File: src/hdl/mp_config_table_parser_unit_assert.svh
// Assertion macros shared by the configuration table parser RTL.
// Assertions are compiled in by default and reduce to nothing when SYNTH is defined.
`ifndef MP_CONFIG_TABLE_PARSER_UNIT_ASSERT_SVH
`define MP_CONFIG_TABLE_PARSER_UNIT_ASSERT_SVH
`ifndef SYNTH
// property must hold at every clock edge outside reset
`define MPCT_ASSERT(label, prop, msg) \
  label: assert property (@(posedge clk_i) disable iff (!rst_ni) prop) else $error(msg);
// condition must never be true outside reset
`define MPCT_ASSERT_NEVER(label, cond, msg) \
  label: assert property (@(posedge clk_i) disable iff (!rst_ni) !(cond)) else $error(msg);
`else
`define MPCT_ASSERT(label, prop, msg)
`define MPCT_ASSERT_NEVER(label, cond, msg)
`endif
`endif

File: src/hdl/mpct_pkg.sv
// Package for the configuration table parser: payload types, status codes,
// header offsets and entry layout constants. No dependencies.
`timescale 1ns / 1ps
package mpct_pkg;

  // processor limit
  localparam int unsigned MaxCpus = 8;

  // byte offset counter
  localparam int unsigned OffW = 17;
  localparam logic [OffW-1:0] OffMax    = '1;
  localparam logic [OffW-1:0] OffSigEnd = OffW'(4);
  localparam logic [OffW-1:0] OffLenLo  = OffW'(4);
  localparam logic [OffW-1:0] OffLenHi  = OffW'(5);
  localparam logic [OffW-1:0] OffVer    = OffW'(6);
  localparam logic [OffW-1:0] OffSumFix = OffW'(6);
  localparam logic [OffW-1:0] OffCntLo  = OffW'(34);
  localparam logic [OffW-1:0] OffCntHi  = OffW'(35);
  localparam logic [OffW-1:0] OffApic0  = OffW'(36);
  localparam logic [OffW-1:0] OffApic1  = OffW'(37);
  localparam logic [OffW-1:0] OffApic2  = OffW'(38);
  localparam logic [OffW-1:0] OffApic3  = OffW'(39);
  localparam logic [OffW-1:0] OffExtLo  = OffW'(40);
  localparam logic [OffW-1:0] OffExtHi  = OffW'(41);
  localparam logic [OffW-1:0] OffExtChk = OffW'(42);
  localparam logic [OffW-1:0] HdrBytes  = OffW'(44);

  // accepted spec revisions
  localparam logic [7:0] VerOld = 8'h01;
  localparam logic [7:0] VerNew = 8'h04;

  // entry layout
  localparam logic [7:0] EntProc      = 8'h00;
  localparam logic [7:0] EntShortLow  = 8'h01;
  localparam logic [7:0] EntShortHigh = 8'h04;
  localparam logic [4:0] ProcLeft     = 5'd19;
  localparam logic [4:0] ShortLeft    = 5'd7;
  localparam logic [4:0] FlagsLeft    = 5'd17;
  localparam int unsigned BootFlagBit = 1;

  typedef enum logic [2:0] {
    StatusOk          = 3'd0,
    StatusSignature   = 3'd1,
    StatusChecksum    = 3'd2,
    StatusVersion     = 3'd3,
    StatusExtChecksum = 3'd4,
    StatusUnknown     = 3'd5,
    StatusTruncated   = 3'd6
  } status_e;

  typedef struct packed {
    logic [7:0] data_byte;
    logic       last_byte;
  } in_t;

  typedef struct packed {
    status_e     status;
    logic        smp_enabled;
    logic [3:0]  cpu_count;
    logic [2:0]  boot_cpu;
    logic [31:0] lapic_address;
    logic        too_many_cpus;
  } out_t;

  // entry walk view after the current byte
  typedef struct packed {
    logic       failed;
    logic       pending;
    logic [3:0] cpu_tally;
    logic [2:0] boot_index;
    logic       overflow;
  } walk_t;

  // expected signature byte
  function automatic logic [7:0] sig_byte(input logic [1:0] idx);
    logic [7:0] v;
    case (idx)
      2'd0:    v = 8'h50;
      2'd1:    v = 8'h43;
      2'd2:    v = 8'h4D;
      default: v = 8'h50;
    endcase
    return v;
  endfunction

endpackage

File: src/hdl/mpct_entry_walk.sv
// Entry walker: follows processor, bus, I/O APIC and interrupt entries,
// counts processors and records the bootstrap one. Depends on mpct_pkg.
`timescale 1ns / 1ps
module mpct_entry_walk (
  input  logic                clk_i,
  input  logic                rst_ni,
  input  logic                step_i,
  input  logic                clear_i,
  input  logic [7:0]          data_i,
  input  logic [15:0]         entry_total_i,
  output mpct_pkg::walk_t     walk_o
);

  logic [4:0]  left_q, left_d;
  logic [15:0] done_q, done_d;
  logic [3:0]  tally_q, tally_d;
  logic [2:0]  boot_q, boot_d;
  logic        over_q, over_d;
  logic        failed_q, failed_d;

  // next walk state for one entry byte
  always_comb begin
    left_d   = left_q;
    done_d   = done_q;
    tally_d  = tally_q;
    boot_d   = boot_q;
    over_d   = over_q;
    failed_d = failed_q;
    if (step_i && !failed_q) begin
      if (left_q != 5'd0) begin
        if (left_q == mpct_pkg::FlagsLeft) begin
          if (tally_q < 4'(mpct_pkg::MaxCpus)) begin
            if (data_i[mpct_pkg::BootFlagBit]) begin
              boot_d = tally_q[2:0];
            end
            tally_d = tally_q + 4'd1;
          end else begin
            over_d = 1'b1;
          end
        end
        left_d = left_q - 5'd1;
      end else if (done_q < entry_total_i) begin
        done_d = done_q + 16'd1;
        if (data_i == mpct_pkg::EntProc) begin
          left_d = mpct_pkg::ProcLeft;
        end else if (data_i >= mpct_pkg::EntShortLow && data_i <= mpct_pkg::EntShortHigh) begin
          left_d = mpct_pkg::ShortLeft;
        end else begin
          failed_d = 1'b1;
        end
      end
    end
  end

  // post-update view for the result
  always_comb begin
    walk_o.failed     = failed_d;
    walk_o.pending    = (done_d < entry_total_i) || (left_d != 5'd0);
    walk_o.cpu_tally  = tally_d;
    walk_o.boot_index = boot_d;
    walk_o.overflow   = over_d;
  end

  // walk registers, cleared after each table
  always_ff @(posedge clk_i or negedge rst_ni) begin
    if (!rst_ni) begin
      left_q   <= '0;
      done_q   <= '0;
      tally_q  <= '0;
      boot_q   <= '0;
      over_q   <= 1'b0;
      failed_q <= 1'b0;
    end else if (clear_i) begin
      left_q   <= '0;
      done_q   <= '0;
      tally_q  <= '0;
      boot_q   <= '0;
      over_q   <= 1'b0;
      failed_q <= 1'b0;
    end else begin
      left_q   <= left_d;
      done_q   <= done_d;
      tally_q  <= tally_d;
      boot_q   <= boot_d;
      over_q   <= over_d;
      failed_q <= failed_d;
    end
  end

endmodule

File: src/hdl/mp_config_table_parser_unit.sv
// Multiprocessor configuration table parser top level.
// Uses mpct_pkg, mpct_entry_walk and mp_config_table_parser_unit_assert.svh.
//
// Usage: table bytes enter on the input channel (in_valid_i / in_ready_o,
// payload in_data_i) one byte per transfer, starting at the first header
// byte. The byte with last_byte set closes the table; one result then
// appears on the output channel (out_valid_o / out_ready_i, payload
// out_data_o). Bytes without last_byte give no result.
// Latency: the result is valid in the cycle after the last byte's transfer.
// Throughput: one byte per cycle while in_ready_o is high; header capture,
// both checksums and the entry walk all update in the same cycle the byte is taken.
// A new table may start in the cycle after the previous last byte.
// Stall: the result waits in the output register; input is still taken
// while out_ready_i is high, and held off only when a result is waiting
// and out_ready_i is low.
// Reset: clears all parse state and drops out_valid_o; the block is ready
// for the first header byte right after reset, and parse state returns to
// the same reset values after every last byte.
`timescale 1ns / 1ps
`include "mp_config_table_parser_unit_assert.svh"
module mp_config_table_parser_unit (
  input  logic             clk_i,
  input  logic             rst_ni,
  input  logic             in_valid_i,
  output logic             in_ready_o,
  input  mpct_pkg::in_t    in_data_i,
  output logic             out_valid_o,
  input  logic             out_ready_i,
  output mpct_pkg::out_t   out_data_o
);

  logic                      acc;
  logic [7:0]                b;
  logic                      walk_step;
  logic [mpct_pkg::OffW-1:0] ext_end;
  logic [7:0]                ext_total;
  mpct_pkg::walk_t           walk;
  mpct_pkg::out_t            res;

  logic [mpct_pkg::OffW-1:0] off_q, off_d;
  logic [7:0]                base_sum_q, base_sum_d;
  logic [7:0]                ext_sum_q, ext_sum_d;
  logic                      sig_ok_q, sig_ok_d;
  logic [15:0]               tlen_q, tlen_d;
  logic [7:0]                ver_q, ver_d;
  logic [15:0]               etotal_q, etotal_d;
  logic [31:0]               apic_q, apic_d;
  logic [15:0]               elen_q, elen_d;
  logic [7:0]                echk_q, echk_d;
  logic                      out_valid_q;
  mpct_pkg::out_t            out_q;

  // transfer on the input side
  assign in_ready_o = !out_valid_q || out_ready_i;
  assign acc        = in_valid_i && in_ready_o;
  assign b          = in_data_i.data_byte;

  // header capture and checksums
  always_comb begin
    sig_ok_d = sig_ok_q;
    tlen_d   = tlen_q;
    ver_d    = ver_q;
    etotal_d = etotal_q;
    apic_d   = apic_q;
    elen_d   = elen_q;
    echk_d   = echk_q;
    if (off_q < mpct_pkg::OffSigEnd && b != mpct_pkg::sig_byte(off_q[1:0])) begin
      sig_ok_d = 1'b0;
    end
    case (off_q)
      mpct_pkg::OffLenLo:  tlen_d[7:0]    = b;
      mpct_pkg::OffLenHi:  tlen_d[15:8]   = b;
      mpct_pkg::OffVer:    ver_d          = b;
      mpct_pkg::OffCntLo:  etotal_d[7:0]  = b;
      mpct_pkg::OffCntHi:  etotal_d[15:8] = b;
      mpct_pkg::OffApic0:  apic_d[7:0]    = b;
      mpct_pkg::OffApic1:  apic_d[15:8]   = b;
      mpct_pkg::OffApic2:  apic_d[23:16]  = b;
      mpct_pkg::OffApic3:  apic_d[31:24]  = b;
      mpct_pkg::OffExtLo:  elen_d[7:0]    = b;
      mpct_pkg::OffExtHi:  elen_d[15:8]   = b;
      mpct_pkg::OffExtChk: echk_d         = b;
      default: ;
    endcase

    ext_end = {1'b0, tlen_d} + {1'b0, elen_d};

    base_sum_d = base_sum_q;
    if (off_q < mpct_pkg::OffSumFix || off_q < {1'b0, tlen_d}) begin
      base_sum_d = base_sum_q + b;
    end
    ext_sum_d = ext_sum_q;
    if (off_q >= mpct_pkg::OffSumFix && off_q >= {1'b0, tlen_d} && off_q < ext_end) begin
      ext_sum_d = ext_sum_q + b;
    end

    off_d = (off_q != mpct_pkg::OffMax) ? off_q + 1'b1 : off_q;
  end

  assign walk_step = acc && (off_q >= mpct_pkg::HdrBytes);

  mpct_entry_walk u_walk (
    .clk_i         (clk_i),
    .rst_ni        (rst_ni),
    .step_i        (walk_step),
    .clear_i       (acc && in_data_i.last_byte),
    .data_i        (b),
    .entry_total_i (etotal_q),
    .walk_o        (walk)
  );

  // verdict on the table, first failing check wins
  assign ext_total = ext_sum_d + echk_d;
  always_comb begin
    res = '0;
    res.status = mpct_pkg::StatusOk;
    if (off_d < mpct_pkg::OffSigEnd) begin
      res.status = mpct_pkg::StatusTruncated;
    end else if (!sig_ok_d) begin
      res.status = mpct_pkg::StatusSignature;
    end else if (off_d < mpct_pkg::OffSumFix) begin
      res.status = mpct_pkg::StatusTruncated;
    end else if ({1'b0, tlen_d} < mpct_pkg::HdrBytes) begin
      res.status = mpct_pkg::StatusChecksum;
    end else if (off_d < {1'b0, tlen_d}) begin
      res.status = mpct_pkg::StatusTruncated;
    end else if (base_sum_d != 8'd0) begin
      res.status = mpct_pkg::StatusChecksum;
    end else if (ver_d != mpct_pkg::VerOld && ver_d != mpct_pkg::VerNew) begin
      res.status = mpct_pkg::StatusVersion;
    end else if (off_d < ext_end) begin
      res.status = mpct_pkg::StatusTruncated;
    end else if (ext_total != 8'd0) begin
      res.status = mpct_pkg::StatusExtChecksum;
    end else if (walk.failed) begin
      res.status        = mpct_pkg::StatusUnknown;
      res.cpu_count     = 4'd1;
      res.boot_cpu      = walk.boot_index;
      res.too_many_cpus = walk.overflow;
    end else if (walk.pending) begin
      res.status = mpct_pkg::StatusTruncated;
    end else begin
      res.smp_enabled   = 1'b1;
      res.cpu_count     = walk.cpu_tally;
      res.boot_cpu      = walk.boot_index;
      res.lapic_address = apic_d;
      res.too_many_cpus = walk.overflow;
    end
  end

  // parse state, back to reset values after the last byte
  always_ff @(posedge clk_i or negedge rst_ni) begin
    if (!rst_ni) begin
      off_q      <= '0;
      base_sum_q <= '0;
      ext_sum_q  <= '0;
      sig_ok_q   <= 1'b1;
      tlen_q     <= '0;
      ver_q      <= '0;
      etotal_q   <= '0;
      apic_q     <= '0;
      elen_q     <= '0;
      echk_q     <= '0;
    end else if (acc) begin
      if (in_data_i.last_byte) begin
        off_q      <= '0;
        base_sum_q <= '0;
        ext_sum_q  <= '0;
        sig_ok_q   <= 1'b1;
        tlen_q     <= '0;
        ver_q      <= '0;
        etotal_q   <= '0;
        apic_q     <= '0;
        elen_q     <= '0;
        echk_q     <= '0;
      end else begin
        off_q      <= off_d;
        base_sum_q <= base_sum_d;
        ext_sum_q  <= ext_sum_d;
        sig_ok_q   <= sig_ok_d;
        tlen_q     <= tlen_d;
        ver_q      <= ver_d;
        etotal_q   <= etotal_d;
        apic_q     <= apic_d;
        elen_q     <= elen_d;
        echk_q     <= echk_d;
      end
    end
  end

  // result valid flag
  always_ff @(posedge clk_i or negedge rst_ni) begin
    if (!rst_ni) begin
      out_valid_q <= 1'b0;
    end else if (acc && in_data_i.last_byte) begin
      out_valid_q <= 1'b1;
    end else if (out_ready_i) begin
      out_valid_q <= 1'b0;
    end
  end

  // result payload
  always_ff @(posedge clk_i) begin
    if (acc && in_data_i.last_byte) begin
      out_q <= res;
    end
  end

  assign out_valid_o = out_valid_q;
  assign out_data_o  = out_q;

  // checks
  `MPCT_ASSERT(a_last_gives_result, (acc && in_data_i.last_byte) |=> out_valid_q, "last byte without result")
  `MPCT_ASSERT_NEVER(a_smp_needs_ok, out_valid_q && out_q.smp_enabled && out_q.status != mpct_pkg::StatusOk, "smp enabled on failed table")
  `MPCT_ASSERT_NEVER(a_unknown_one_cpu, out_valid_q && out_q.status == mpct_pkg::StatusUnknown && out_q.cpu_count != 4'd1, "unknown entry count not one")
  `MPCT_ASSERT_NEVER(a_lapic_cleared, out_valid_q && !out_q.smp_enabled && out_q.lapic_address != 32'd0, "apic address kept without smp")
  `MPCT_ASSERT(a_offset_advances, (acc && !in_data_i.last_byte) |=> (off_q != '0), "offset not advanced")

endmodule
File: config.mk
export PLATFORM = sky130hd
export DESIGN_NAME = mp_config_table_parser_unit
export DESIGN_NICKNAME = d
export VERILOG_FILES = /design/src/hdl/mpct_pkg.sv /design/src/hdl/mpct_entry_walk.sv /design/src/hdl/mp_config_table_parser_unit.sv
export VERILOG_INCLUDE_DIRS = /design/src /design/src/hdl
export SDC_FILE = /design/constraint.sdc
export NUM_CORES = 1
export LEC_CHECK = 0
export BUFFER_PORTS_ARGS = -buffer_cell sky130_fd_sc_hd__buf_4
export CAP_MARGIN = 5
export CORE_UTILIZATION = 55
export CTS_CLUSTER_DIAMETER = 150
export DETAILED_ROUTE_END_ITERATION = 8
export PLACE_DENSITY = 0.73
export SETUP_SLACK_MARGIN = 0.4
export SYNTH_ARGS = -nofsm -noshare
export SYNTH_HDL_FRONTEND = slang
export SYNTH_SLANG_ARGS = --single-unit
File: constraint.sdc
create_clock -name clk_i -period 21 [get_ports clk_i]
set_input_delay 1.05 -clock clk_i [delete_from_list [all_inputs] [get_ports clk_i]]
set_output_delay 1.05 -clock clk_i [all_outputs]
set_load 0.05 [all_outputs]
Yosys cells after proc, flatten, opt, wreduce, memory -nomap -nowiden
Index checks and enable logic that the tools add are counted.
{ "totals": {"mem_bits_ro": 0, "out_inout_bits": 46, "ramBits": 0, "ff_bits": 205, "n_memories": 0, "wordCells": 171, "latchBits": 0} }
{ "classes": {"n_mux": 74, "n_shift": 0, "eq_ne": 19, "multipliers": 0, "bitwise_logic": 1, "n_lt_le_gt_ge": 17, "n_reduce_logical": 27, "add_sub_neg": 8, "div_mod_pow": 0} }
{ "ops": {"columns": ["op", "count"], "rows": [
  ["17-bit by 6-bit == test with 1-bit output, second input constant", 9],
  ["8-bit 2-to-1 mux", 18],
  ["16-bit 2-to-1 mux", 7],
  ["17-bit by 3-bit less-than comparator with 1-bit output, second input constant", 4],
  ["17-bit by 3-bit == test with 1-bit output, second input constant", 3],
  ["3-bit 2-to-1 mux", 16],
  ["41-bit 2-to-1 mux", 1],
  ["17-bit by 16-bit less-than comparator with 1-bit output", 2],
  ["17-bit less-than comparator", 2],
  ["17-bit 2-to-1 mux", 2],
  ["16-bit less-than comparator", 2],
  ["32-bit 2-to-1 mux", 1],
  ["5-bit 2-to-1 mux", 6],
  ["8-bit adder", 3],
  ["4-bit 2-to-1 mux", 6],
  ["16-bit by 16-bit adder with 17-bit output", 1],
  ["17-bit by 1-bit adder with 17-bit output, second input constant", 1],
  ["17-bit by 16-bit greater-or-equal comparator with 1-bit output", 1],
  ["17-bit by 3-bit greater-or-equal comparator with 1-bit output, second input constant", 1],
  ["17-bit by 6-bit greater-or-equal comparator with 1-bit output, second input constant", 1],
  ["17-bit != test, second input constant", 1],
  ["16-bit by 1-bit adder with 16-bit output, second input constant", 1],
  ["16-bit by 6-bit less-than comparator with 1-bit output, second input constant", 1],
  ["1-bit 2-to-1 mux", 16],
  ["24 further kinds", 40]
]} }

Longest topological paths before layout
{ "depth": {"ltp_word": 19, "mapped_depth": 41, "ltp_nobuf": 38} }

By module
A second synthesis with hierarchy kept.
{ "hier_totals": {"hier_cells": 1534, "area_unflattened_um2": 14551.5} }
{ "by_module_without_submodules": {"columns": ["mod", "area_each_um2", "cells_per_inst", "seq_area_each_um2", "n_inst"], "rows": [
  ["mp_config_table_parser_unit", 12046.6, 1256, 4600.7, 1],
  ["mpct_entry_walk", 2504.9, 278, 750.7, 1]
]} }

Worst setup path after synthesis
OpenSTA, ideal clock, no wires.
{ "synth_path": {"path_kind": "register to register", "start": "register off_q[0] (netlist bit)", "end": "register out_q, in the netlist out_data_o[27] (data pin)", "path_buffers": 4, "arrival_time_ns": 8.367, "period_less_slack_ns": 8.508, "required_ns": 20.860, "slack_ns": 12.492, "stages_incl_launch_ff": 41, "path_cell_list": "dfrtp_1 > inv_1 > ha_1 > nor4b_4 > nand4_4 > clkbuf_1 > mux2i_1 > inv_1 > ha_1 > nand2_1 > nand2_1 > a21oi_1 > a311oi_1 > o21ai_0 > a211o_1 > a31oi_1 > o21ai_0 > a21oi_1 > [... 5 more ...] > o211ai_1 > a221oi_1 > nor2_1 > clkbuf_1 > mux2_2 > fa_1 > a21oi_1 > nor2_1 > nor2_1 > o21bai_1 > a21oi_1 > xor2_1 > nand4_1 > a211o_1 > or4b_1 > buf_4 > buf_6 > a21oi_2"} }
{ "synth_via": {"elab_chain_len": 9, "elab_cells_between_ends": 57, "classes_between": "3 x add/sub; 13 x order compare; 13 x eq/ne; 15 x mux; 1 x bitwise; 12 x reduce/logical"} }
{ "synth_lines": {"columns": ["item", "line_no", "text"], "rows": [
  ["start, declared", "mp_config_table_parser_unit.sv:40", "logic [mpct_pkg::OffW-1:0] off_q, off_d;"],
  ["start signal, assigned", "mp_config_table_parser_unit.sv:154", "off_q <= '0;"],
  ["start signal, assigned", "mp_config_table_parser_unit.sv:166", "off_q <= '0;"],
  ["start signal, assigned", "mp_config_table_parser_unit.sv:177", "off_q <= off_d;"],
  ["17-bit by 3-bit == test with 1-bit output / 17-bit by 6-bit == test with 1-bit output (equally long branches)", "mp_config_table_parser_unit.sv:70", "case (off_q)"],
  ["8-bit 2-to-1 mux", "mp_config_table_parser_unit.sv:70", null],
  ["16-bit by 16-bit adder with 17-bit output / 17-bit by 16-bit greater-or-equal comparator with 1-bit output (equally long branches)", "mp_config_table_parser_unit.sv:86, mp_config_table_parser_unit.sv:93", null],
  ["17-bit less-than comparator / 1-bit logical AND (equally long branches)", "mp_config_table_parser_unit.sv:93", "if (off_q >= mpct_pkg::OffSumFix && off_q >= {1'b0, tlen_d} && off_q < ext_end) begin"],
  ["1-bit logical AND", "mp_config_table_parser_unit.sv:93", null],
  ["8-bit 2-to-1 mux", "mp_config_table_parser_unit.sv:93", null],
  ["8-bit adder", "mp_config_table_parser_unit.sv:113", "assign ext_total = ext_sum_d + echk_d;"],
  ["8-bit nonzero test", "mp_config_table_parser_unit.sv:133", "end else if (ext_total != 8'd0) begin"],
  ["11-bit OR reduction (no line)", null, null],
  ["end signal, assigned", "mp_config_table_parser_unit.sv:205", "out_q <= res;"],
  ["end, declared", "mp_config_table_parser_unit.sv:51", "mpct_pkg::out_t out_q;"]
]} }
Several ways; a longest one is shown, not always the timed one.
A chain may end at the register's enable or synchronous reset.

Worst setup path after layout
{ "layout_path": {"start": "register off_q[5] (netlist bit)", "end": "register out_q, in the netlist out_data_o[2] (data pin)"} }
Same word-level chain as after synthesis.

==> results.tsv <==
metric	value	unit
outcome	finished, final reports clean	
Final ANT Viol Nets	0	
Post-CTS Resized	0	
Pins Over Slew Limit	0	
iteration count of the initial detailed-routing pass	6	
vias per cell	6.28	
# IOs	59	
Port Buffers	58	
setup bufs post-CTS	0	
largest net degree at the start of global routing	84	
Final Wtd Congestion	0.963	
antenna violations before repair	0	
ys async rst share	78.5	%
Final Skew	0.00789	ns
Net Switching	0.520	mW
min Tclk post-route	11.12	ns
clk buf depth	3	
Slowest-stage cell, CP	or4b_2	
part of the power in registers	35.9	%
nets@finish	1719	
Yosys warnings	0	
RSZ-0062 raised after global routing	no	
Sink Count	205	
Critical Path Fanout Max	36	
Clock power frac	30.2	%
GRT Util Overall	30.2	%
f_max	89.9	MHz
area delta synth->final	9.79	%
critical path type	flop to flop	
routed length per instance	20.4	µm
slowest stage delay, CP	1.18	ns
diode count	0	
TNS Setup	0	ns
sequential cell area fraction in the yosys report	37.4	%
Power Density	91.1	nW/µm²
row cnt	58	
Reg2Reg Setup Slack	9.88	ns
Reg area	5350	µm²
Leakage Power	7.05	nW
Skew-Pair Late Insertion Delay	0.54	ns
post-synthesis simple-gate area fraction	17.4	%
largest family of logic cells by synthesized area	compound AO/OA/AOI/OAI gates	
# setup viols final	0	
multiplexer share of the synthesized area	3.55	%
Combinational Power Share	33.9	%
vias in the first global route	11900	
Syn Std Cell Area	14300	µm²
Placement Cell Area	14900	µm²
die width	163	µm
hold buffers post-CTS	0	
layout cells sized above 1	11.5	%
1st-iter DRT viols	964	
Critical Path Start	off_q[5]	
Post-synth top flop	dfrtp_1	
Die Y	163	µm
cells after synthesis	1558	
Multi-input gate area	8330	µm²
TritonCTS clock tree	built	
largest cells by area after synthesis	dfrtp_1, ha_1, edfxtp_1	
adder-cell share of the synthesized area	12.2	%
core area	25300	µm²
Residual DRC	0	
Critical R2R Capture	out_data_o[2]	
Reg clk slew, reported paths	0.06	ns
Initial Util	56.4	%
H-tree Lvls	1	
total wire length	39200	µm
Max VDD drop	0.0000669	V
routed vias	12100	
Avg Inst Size Synth	9.17	µm²
xor/xnor cell area share of the yosys netlist	4.23	%
first-pass GRT wire length	63400	µm
cell taking the most area after synthesis	dfrtp_1	
clk root buf	clkbuf_16	
Filler Cell Count	2130	
Top Family by Delay on Critical Path	compound AO/OA/AOI/OAI gates	
CTS buffer count	24	
most used cell, CP	a21oi_1	
number of enable flip-flop cells after synthesis	44	
compound-gate portion of the synthesized area	20.7	%
Hold Path Class	input port to async pin	
Synth top area share	28.0	%
worst r2r path cells	35	
worst endpoint required time	21.37	ns
startpoint types	flop	
WP data arrival	11.49	ns
syn nets	1705	
Worst R2R Start	off_q[5]	
max_slew headroom	18.1	%
FF+latch count, synth	205	
CP Capture Type	flop	
sw frac	36.4	%
design area	15700	µm²
total gr overflow	0	
Max-Cap Viols	0	
Fin. Hold Viols	0	
die area	26600	µm²
post-DP HPWL	26800	µm
Least-Margin Pin Slew	1.22	ns
Synth cell types	84	
Pint	0.909	mW
Final period util	53.0	%
worst path bufs/invs	1	
[layer usage]
| metal | track usage [%] | wire length [µm] |
|---|---|---|
| met5 | 0 | 0 |
| met4 | 12.8 | 1580 |
| met3 | 4.06 | 2440 |
| met2 | 49.6 | 18300 |
| met1 | 40.0 | 16800 |
[stage by stage]
step / hold WS [ns] / worst slack (ns) / power (mW) / cells / util [%]
floorplan: 0.450 / 12.49 / 0.865 / 1558 / -
detailed placement: 0.470 / 10.08 / 0.991 / 1876 / 58.7
finish: 0.448 / 9.88 / 1.43 / 1920 / 62.0
global placement: 0.463 / 10.46 / 0.976 / 1876 / 58.7
CTS: 0.462 / 10.05 / 1.43 / 1920 / 62.0
global route: 0.484 / 8.92 / 1.51 / 1920 / 62.0
[cells in the mapped netlist, types with 22 or more instances]
cell type    n
mux2i_1     23
a21oi_2     26
mux2_2      22
a22o_1      41
clkbuf_1    56
nand2_1    223
dfrtp_1    160
o21ai_0    115
xnor2_1     44
edfxtp_1    44
nand3_1     28
xor2_1      25
nor3_1      27
a21oi_1     71
ha_1       130
nor2_1      86
inv_1       74
nand4_1     22
a21boi_0    33
[power groups by stage]
stage,Combinational (mW),Clock (mW),Sequential (mW)
2_1_floorplan,0.351,0,0.514
3_3_place_gp,0.459,0,0.516
3_5_place_dp,0.472,0,0.519
4_1_cts,0.478,0.438,0.512
5_1_grt,0.536,0.454,0.520
6_report,0.484,0.432,0.514
[worst reg2reg max path: cells and delay by family (launching register included)]
kind	cells	cell delay (ns)
xor+xnor	2	0.41
fa+ha+maj	4	1.22
simple gates	9	3.40
buf+inv	1	0.20
compound gates	18	4.81
mux	1	0.29
flops	1	0.66
[cell families after synthesis]
logic type,after synthesis
XOR/XNOR,69
adder cells (fa/ha/maj),138
flip-flops,205
AO/OA/AOI/OAI,436
AND/OR/NAND/NOR,509
multiplexers,47
buffers and inverters,154
[layout by cell type, fill, tap and decap left out, types with 6 or more instances in the layout]
cell type,count
o21ai_0,115
nor3_1,27
xor2_1,25
buf_4,65
nand2_1,222
ha_1,130
o22ai_1,10
mux2_2,22
nand3_1,28
a211oi_1,14
a22o_1,41
nor2_1,84
a21oi_1,71
xnor2_1,44
and2_1,10
o21a_1,10
and3_1,14
edfxtp_1,44
nand4_1,22
a22oi_1,19
nor4_1,14
a211o_1,6
a21o_1,20
a21oi_2,26
nand2b_1,9
mux2i_1,23
a21boi_0,33
nor2b_1,21
clkbuf_16,24
inv_1,74
or3_1,11
dfrtp_1,160
o21bai_1,8
o211ai_1,9
[worst max-delay path by stage]
stage / to / slack (ns) / cells past startpoint
after floorplan: out_data_o[27] / 12.49 / 40
after global placement: out_data_o[5] / 10.46 / 35
after detailed placement: out_data_o[2] / 10.08 / 35
after CTS: out_data_o[2] / 10.05 / 35
after global routing: out_data_o[2] / 8.92 / 35
final: out_data_o[2] / 9.88 / 35
[layout make-up]
cell class,instances,share of cell area [%]
multi-input cells,1199,53.1
flip-flops and latches,205,34.1
clock buffers,30,4.10
repair buffers,66,3.18
well taps,330,2.63
inverters,76,1.82
clock inverters,14,1.10
[flip-flops by register name, indices dropped and copies added (netlist names)]
register	cells
sig_ok_q	1
off_q	17
base_sum_q	8
tlen_q	16
echk_q	8
u_walk.failed_q	1
u_walk.boot_q	3
out_data_o	44
etotal_q	16
out_valid_o	1
u_walk.tally_q	4
elen_q	16
ext_sum_q	8
u_walk.over_q	1
ver_q	8
u_walk.done_q	16
u_walk.left_q	5
apic_q	32
Note: power is estimated with default switching activity, not from simulation.
